File: src/design/gn3_pkg.sv
// Shared types, codes and constants for the 3D gradient noise block.
package gn3_pkg;

    localparam int TABLE_SIZE = 256;
    localparam int TABLE_AW   = $clog2(TABLE_SIZE);
    localparam int FRAC_BITS  = 16;
    localparam int GRAD_W     = 16;
    localparam int PERM_W     = 8;
    localparam int OUT_W      = 19;
    localparam int D_W        = 34;
    localparam int W_W        = 18;
    localparam int OUT_LIMIT  = 196608;

    localparam logic [1:0] REQ_EVAL = 2'd0;
    localparam logic [1:0] REQ_PERM = 2'd1;
    localparam logic [1:0] REQ_GRAD = 2'd2;

    typedef enum logic [2:0] {
        PH_IDLE,
        PH_HZ,
        PH_HY,
        PH_HX,
        PH_GRAD,
        PH_FADE,
        PH_LERP,
        PH_DONE
    } phase_t;

    typedef struct packed {
        phase_t     phase;
        logic [3:0] idx;
        logic       start;
        logic       wr_perm;
        logic       wr_grad;
        logic       load_out;
    } gn3_cmd_t;

    typedef struct packed {
        logic out_busy;
    } gn3_status_t;

    function automatic logic [3:0] last_idx(input phase_t ph);
        logic [3:0] r;
        r = 4'd0;
        unique case (ph)
            PH_HZ:   r = 4'd2;
            PH_HY:   r = 4'd4;
            PH_HX:   r = 4'd8;
            PH_GRAD: r = 4'd9;
            PH_FADE: r = 4'd11;
            PH_LERP: r = 4'd13;
            default: r = 4'd0;
        endcase
        return r;
    endfunction

endpackage

File: src/design/gn3_ctrl.sv
// Sequencer for table loads and the phases of one noise evaluation.
module gn3_ctrl (
    input  logic                 clk,
    input  logic                 rst_n,
    input  logic                 in_valid,
    output logic                 in_stall,
    input  logic [1:0]           req_type,
    input  gn3_pkg::gn3_status_t status,
    output gn3_pkg::gn3_cmd_t    cmd
);
    import gn3_pkg::*;

    phase_t     state_reg, state_next;
    logic [3:0] cnt_reg, cnt_next;
    logic       accept;

    always_ff @(posedge clk or negedge rst_n)
    begin
        if (!rst_n)
        begin
            state_reg <= PH_IDLE;
            cnt_reg   <= 4'd0;
        end
        else
        begin
            state_reg <= state_next;
            cnt_reg   <= cnt_next;
        end
    end

    always_comb
    begin
        state_next   = state_reg;
        cnt_next     = cnt_reg;
        in_stall     = (state_reg != PH_IDLE);
        accept       = in_valid && !in_stall;
        cmd.phase    = state_reg;
        cmd.idx      = cnt_reg;
        cmd.start    = 1'b0;
        cmd.wr_perm  = accept && (req_type == REQ_PERM);
        cmd.wr_grad  = accept && (req_type == REQ_GRAD);
        cmd.load_out = 1'b0;
        unique case (state_reg)
            PH_IDLE:
            begin
                cnt_next = 4'd0;
                if (accept && (req_type == REQ_EVAL))
                begin
                    cmd.start  = 1'b1;
                    state_next = PH_HZ;
                end
            end
            PH_DONE:
            begin
                if (!status.out_busy)
                begin
                    cmd.load_out = 1'b1;
                    state_next   = PH_IDLE;
                end
            end
            default:
            begin
                if (cnt_reg == last_idx(state_reg))
                begin
                    cnt_next   = 4'd0;
                    state_next = phase_t'(state_reg + 3'd1);
                end
                else
                begin
                    cnt_next = cnt_reg + 4'd1;
                end
            end
        endcase
    end
endmodule

File: config.mk
export PLATFORM = sky130hd
export DESIGN_NAME = gn3_ctrl
export DESIGN_NICKNAME = d
export VERILOG_FILES = /design/src/design/gn3_pkg.sv /design/src/design/gn3_ctrl.sv
export SDC_FILE = /design/constraint.sdc
export NUM_CORES = 1
export LEC_CHECK = 0
export ABC_CLOCK_PERIOD_IN_PS = 4200
export BUFFER_PORTS_ARGS = -buffer_cell sky130_fd_sc_hd__buf_2
export CORE_AREA = 2 2 39 41
export CTS_BUF_LIST = sky130_fd_sc_hd__clkbuf_8 sky130_fd_sc_hd__clkbuf_16
export CTS_CLUSTER_SIZE = 8
export DETAILED_ROUTE_END_ITERATION = 10
export DIE_AREA = 0 0 41 43
export PLACE_DENSITY = 0.76
export SETUP_SLACK_MARGIN = 0.4
export SLEW_MARGIN = 10
export SYNTH_ARGS = -nofsm -noshare
export SYNTH_HDL_FRONTEND = slang
export SYNTH_SLANG_ARGS = --single-unit
File: constraint.sdc
create_clock -name clk -period 4.2 [get_ports clk]
set_input_delay 0.63 -clock clk [delete_from_list [all_inputs] [get_ports clk]]
set_output_delay 0.63 -clock clk [all_outputs]
set_load 0.05 [all_outputs]
==> results of run 1 <==
-- metal layers --
layer  vias up  track usage, %
li1        291               -
met1       275           27.81
met2        11           28.44
met3         4           3.141
met4         0           14.00
met5         -               0
-- per-stage QoR --
step / std cells / utilization [%] / instance area (um^2)
after floorplan: 69 / - / 660.6
after global placement: 101 / 55.06 / 762.0
after detailed placement: 101 / 55.06 / 762.0
after CTS: 105 / 58.32 / 807.0
after global routing: 105 / 58.32 / 807.0
final: 105 / 58.32 / 807.0
-- cells by family after synthesis --
kind of cell	count (synthesis)	share of synthesized area, %
and+or+nand+nor	24	21.59
AOI/OAI and AO/OA	18	24.62
adders and majority gates	9	17.05
buffers and inverters	7	3.976
DFF	7	26.52
xor gates and xnor gates	3	3.978
muxes	1	2.272
-- cell type report --
type / instances / area share (%)
clock inverter: 1 / 0.4651
timing repair buffer: 17 / 10.54
multi-input combinational: 55 / 56.90
tap: 16 / 2.481
clock buffer: 3 / 5.116
sequential: 7 / 21.71
inverter: 6 / 2.791
-- worst paths after layout --
path | startpoint | endpoint | slack (ps) | cells after the start
hold / removal | rst_n | state_reg[1]$_DFFE_PN0P_ | 230 | 1
min in group clk | cnt_reg[3]$_DFFE_PN0N_ | cnt_reg[3]$_DFFE_PN0N_ | 600 | 1
setup / recovery | state_reg[0]$_DFFE_PN0P_ | cmd[3] | 1490 | 6
max in group asynchronous | rst_n | cnt_reg[1]$_DFFE_PN0N_ | 3800 | 1
hold reg to reg | cnt_reg[3]$_DFFE_PN0N_ | cnt_reg[3]$_DFFE_PN0N_ | 600 | 1
setup reg to reg | state_reg[0]$_DFFE_PN0P_ | state_reg[1]$_DFFE_PN0P_ | 1900 | 7
-- placed cells by master (no fill, tap or decap) --
cell type,count
a211o_2,2
a211oi_1,2
a21o_1,1
a21o_2,1
a21oi_1,2
a21oi_4,1
buf_2,17
clkbuf_8,3
dfrtp_1,7
ha_1,9
inv_1,6
inv_2,1
mux2_4,1
nand2_1,7
nand2b_1,2
nand3_1,2
nand4b_1,1
nor2_1,1
nor2b_1,2
nor3_1,3
nor3_4,1
nor3b_1,1
o211ai_1,1
o211ai_2,1
o21a_1,1
o21ai_0,3
o311ai_1,1
o311ai_4,1
o31ai_1,1
or2_2,1
or3_1,1
or4_1,1
or4b_1,1
xnor2_1,1
xor2_1,2
==> metrics.md, run 1 <==
| Metric | Value |
|---|---|
| Outcome | finished clean |
| Worst relative slew slack | about two thirds |
| Crit path buf inv count | 3 |
| Final setup skew | approximately 2.6 ps |
| Met2 wire length | ~700 um |
| I/O Buffers | 17 |
| Share of cells above drive strength 1 | around 34% |
| Number of flops mapped to enable cells by yosys | 0 |
| Drt first pass iters | 4 |
| Top post-synthesis cells by count | ha_1, dfrtp_1, nand2_1 |
| Global-route wire length before repair | around 2.4 mm |
| Starting DRT DRC Count | 10 |
| Max reg flops | 4 |
| Syn. warnings | 0 |
| Critical Path, Cell by Cell | inv_1, ha_1, nor2b_1, inv_2, nor3_4, buf_2 |
| Setup crit end kind | output port |
| Total number of H-tree levels | 1 |
| Via Count | between 500 and 600 |
| Std cell rows | 14 |
| Root Buffer | clkbuf_8 |
| Width of the die | a little over 40 um |
| Sequential-to-total area share from yosys stat | 26.52% |
| CTS Hold Bufs | 0 |
| Avg Inst Size Synth | roughly 9.6 um^2 |
| Setup repair bufs after CTS | 0 |
| CTS sink count | 7 |
| Slew @ Worst Pin | 515.8 ps |
| Reg clk slew, reported paths | around 40 ps |
| Met3 wire length | approximately 31 um |
| Type of the tightest min-delay check | in2async |
| Critical path class | reg2out |
| Critical path launch point type | flip-flop |
| WL per Instance | approximately 13 um |
| Top cell type's share of synthesized area | approximately a quarter |
| Number of global-route vias before repair | between 500 and 600 |
| Setup TNS | 0 ps |
| Cell taking the most area after synthesis | dfrtp_1 |
| Full die area | 1763 um^2 |
| Fillers | about 130 |
| Initial antenna violation count | 0 |
| ANT cells | 0 |
| Final worst slack | 1491 ps |
| Count leader, synth | ha_1 |
| Overflow after GRT | 0 |
| Mapped cell area | 660.6 um^2 |
| Initial core utilization | a little under half |
| DP HPWL | ~1.1 mm |
| Final Hold Viols | 0 |
| DRC | 0 |
| Clock Tree Buf Depth | 2 |
| Setup violators final | 0 |
| DR vias/cell | 5.533 |
| Largest net degree at the start of global routing | 15 |
| I/O pins | 18 |
| Slowest stage cell, crit path | dfrtp_1 |
| Top_reg_cell synth | dfrtp_1 |
| Max Slew Vio Count | 0 |
| F_max | between 0.3 and 0.4 GHz |
| Post-synth ARST share | between 90% and 100% |
| WL met1 | about 650 um |
| Footprint of the multi-input gates | approximately 460 um^2 |
| Clock tree from TritonCTS | done |
| Die H | around 43 um |
| Area Overhead vs Synth | 22.16% |
| Placer congestion estimate | between 0.8 and 0.9 |
| CP peak stage delay | around 460 ps |
| Post-synth net total | 84 |
| Antenna Nets Post-Route | 0 |
| Period minus WS final | about 2700 ps |
| DP Worst Slack | between 1500 and 2000 ps |
| Unique masters post-synth | 34 |
| Worst EP required | approximately 3600 ps |
| Register bit total from synthesis | 7 |
| WHS | approximately 230 ps |
| Final nets | approximately 110 |
| Seq. cell area | 175.2 um^2 |
| Syn Inst Count | 69 |
| Worst path arrival time | roughly 2100 ps |
| CORE AREA | between 1000 and 1500 um^2 |
| Max-cap violations | 0 |
| Top routing layer used | met4 |
| Clk_lat worst skew | ~230 ps |
| Worst path top cell family by delay | buffers and inverters |
| TritonCTS Buffers | 3 |
| Routed WL | roughly 1.4 mm |
| Total GRT Usage | 20.47% |
| Synth area leaders | dfrtp_1, ha_1, nand2_1 |
| Post-CTS Resized | 0 |
| Fin crit share | between 60% and 70% |
| CP Max Fanout | 9 |
| RSZ-0062 raised after global routing | false |
Power of run 1 is left out: the tool's default activity adds up to more than one toggle a clock period on the data nets, which glitch-free logic cannot reach.
==> inputs of run 2 (changes only) <==
--- a/config.mk
+++ b/config.mk
@@ -5,14 +5,14 @@
 export SDC_FILE = /design/constraint.sdc
 export NUM_CORES = 1
 export LEC_CHECK = 0
-export ABC_CLOCK_PERIOD_IN_PS = 4200
+export ABC_CLOCK_PERIOD_IN_PS = 2610
 export BUFFER_PORTS_ARGS = -buffer_cell sky130_fd_sc_hd__buf_2
-export CORE_AREA = 2 2 39 41
+export CORE_MARGIN = 1
+export CORE_UTILIZATION = 50
 export CTS_BUF_LIST = sky130_fd_sc_hd__clkbuf_8 sky130_fd_sc_hd__clkbuf_16
 export CTS_CLUSTER_SIZE = 8
 export DETAILED_ROUTE_END_ITERATION = 10
-export DIE_AREA = 0 0 41 43
-export PLACE_DENSITY = 0.76
+export PLACE_DENSITY = 0.77
 export SETUP_SLACK_MARGIN = 0.4
 export SLEW_MARGIN = 10
 export SYNTH_ARGS = -nofsm -noshare
==> constraint.sdc (replaced) <==
create_clock -name clk -period 2.61 [get_ports clk]
set_input_delay 0.3915 -clock clk [delete_from_list [all_inputs] [get_ports clk]]
set_output_delay 0.3915 -clock clk [all_outputs]
set_load 0.05 [all_outputs]
==> run 2 against run 1 <==
Compared with the run above:
- non-clock buffer count grew 3
- critical path depth grew 1
- sequential share of layout area is 1.8 points lower
- wire length increased by 8.5%
- final cell count increased by 0.95%
- largest cell class unchanged
- highest routed layer unchanged
- via count grew 7.1%
- critical path type is now reg2reg
- first-iteration DRC count rose by 90%
==> metrics.md, run 2 (same netlist as run 1, synthesis figures left out) <==
| Metric | Value |
|---|---|
| Outcome | finished clean |
| Global-route wire length before repair | around 2.3 mm |
| DP HPWL | around 1.1 mm |
| Total number of H-tree levels | 1 |
| Setup violators final | 0 |
| Routed WL | between 1.5 and 2 mm |
| Largest net degree at the start of global routing | 15 |
| Met3 wire length | between 70 and 80 um |
| Top routing layer used | met4 |
| Commonest non-fill, non-tap cells in the layout | buf_2, nand2_1, ha_1, dfrtp_1 |
| Die H | between 30 and 40 um |
| WHS | 537.3 ps |
| CTS sink count | 7 |
| Slew @ Worst Pin | 348.6 ps |
| DR vias/cell | 5.868 |
| Cell area after layout | 897.1 um^2 |
| Max-cap violations | 0 |
| Starting DRT DRC Count | 19 |
| Final nets | approximately 110 |
| Via Count | between 600 and 700 |
| Period minus WS final | between 2000 and 2500 ps |
| Setup crit end kind | flip-flop |
| Number of global-route vias before repair | about 500 |
| Critical path class | reg2reg |
| Root Buffer | clkbuf_8 |
| Placer congestion estimate | about 0.88 |
| F_max | approximately 0.47 GHz |
| I/O Buffers | 17 |
| RSZ-0062 raised after global routing | true |
| Overflow after GRT | 0 |
| Area Overhead vs Synth | 35.80% |
| Clk_lat worst skew | ~230 ps |
| CORE AREA | roughly 1200 um^2 |
| Post-Place Cell Area | 820.8 um^2 |
| Total GRT Usage | a little under a quarter |
| Drt first pass iters | 4 |
| Initial core utilization | a little under three fifths |
| Initial antenna violation count | 0 |
| Met2 wire length | around 670 um |
| Final setup skew | roughly 4.0 ps |
| Width of the die | approximately 38 um |
| Type of the tightest min-delay check | in2async |
| ANT cells | 0 |
| Antenna Nets Post-Route | 0 |
| Worst EP required | between 2000 and 3000 ps |
| TritonCTS Buffers | 3 |
| DRC | 0 |
| WL per Instance | around 14 um |
| CP Max Fanout | 6 |
| Setup TNS | 0 ps |
| Reg clk slew, reported paths | 50 ps |
| Full die area | ~1500 um^2 |
| WL met1 | 773 um |
| Worst relative slew slack | between 70% and 80% |
| Max Slew Vio Count | 0 |
| Max reg flops | 4 |
| Commonest non-fill, non-tap cell in the layout | buf_2 |
| Fin crit share | between 80 and 90% |
| Std cell rows | 12 |
| Clock tree from TritonCTS | done |
| Final Hold Viols | 0 |
| Share of cells above drive strength 1 | approximately 49% |
| I/O pins | 18 |
| Worst path arrival time | about 2200 ps |
| Final Core Density | 76.60% |
| Critical path launch point type | flip-flop |
| Clock Tree Buf Depth | 2 |
## run 2: cell types whose count changed in the layout (fill, tap and decap cells not counted), sizes merged
cell and delta:
clkinv +1, dlygate4sd3 +1, buf +2, inv -1
## run 2: final cells by class
cell class	count	area (um^2)
Multi-Input combinational cell	55	511.7
Tap cell	14	17.52
Sequential cell	7	178.9
Clock inverter	1	5.005
Clock buffer	3	41.29
Inverter	6	30.03
Timing Repair Buffer	20	112.6
Fill cell	91	274.0
## run 2: final timing paths
| kind | start | to | slack, ps | cells after the start |
|---|---|---|---|---|
| worst max-delay path | state_reg[1]$_DFFE_PN0P_ | state_reg[1]$_DFFE_PN0P_ | 490 | 7 |
| worst min-delay path | rst_n | cnt_reg[3]$_DFFE_PN0N_ | 540 | 2 |
| worst max register to register | state_reg[1]$_DFFE_PN0P_ | state_reg[1]$_DFFE_PN0P_ | 490 | 7 |
| worst min register to register | cnt_reg[1]$_DFFE_PN0N_ | cnt_reg[1]$_DFFE_PN0N_ | 590 | 2 |
| max in group asynchronous | rst_n | state_reg[0]$_DFFE_PN0P_ | 1880 | 2 |
| min in group clk | status | state_reg[0]$_DFFE_PN0P_ | 560 | 4 |
## run 2: repair_timing
item                                   CTS  global route
pin swaps                                1             3
buffers inserted                         0             2
setup endpoints to repair                2             2
gates resized for setup                  2             0
endpoints found under the hold margin    7             0
hold buffers                             1             0
## run 2: critical path, stage by stage (launching register included)
cell and delay (ps):
dfrtp_2 440, inv_2 80, ha_4 170, or4b_1 540, o211ai_2 120, a21oi_4 100
o311ai_4 230, mux2_4 320
## run 2: per-layer routing
| metal | GRT usage [%] | up-vias |
|---|---|---|
| met2 | 34.32 | 22 |
| met5 | 0 | - |
| met4 | 10.34 | 0 |
| li1 | - | 301 |
| met3 | 5.233 | 2 |
| met1 | 32.97 | 297 |
## run 2: metrics by stage
step | instances | worst slack [ps]
2_1_floorplan | 69 | 338.3
3_3_place_gp | 99 | 481.4
3_5_place_dp | 99 | 446.2
4_1_cts | 104 | 387.4
5_1_grt | 106 | 387.1
6_report | 106 | 485.6
Power of run 2 is left out for the same reason.
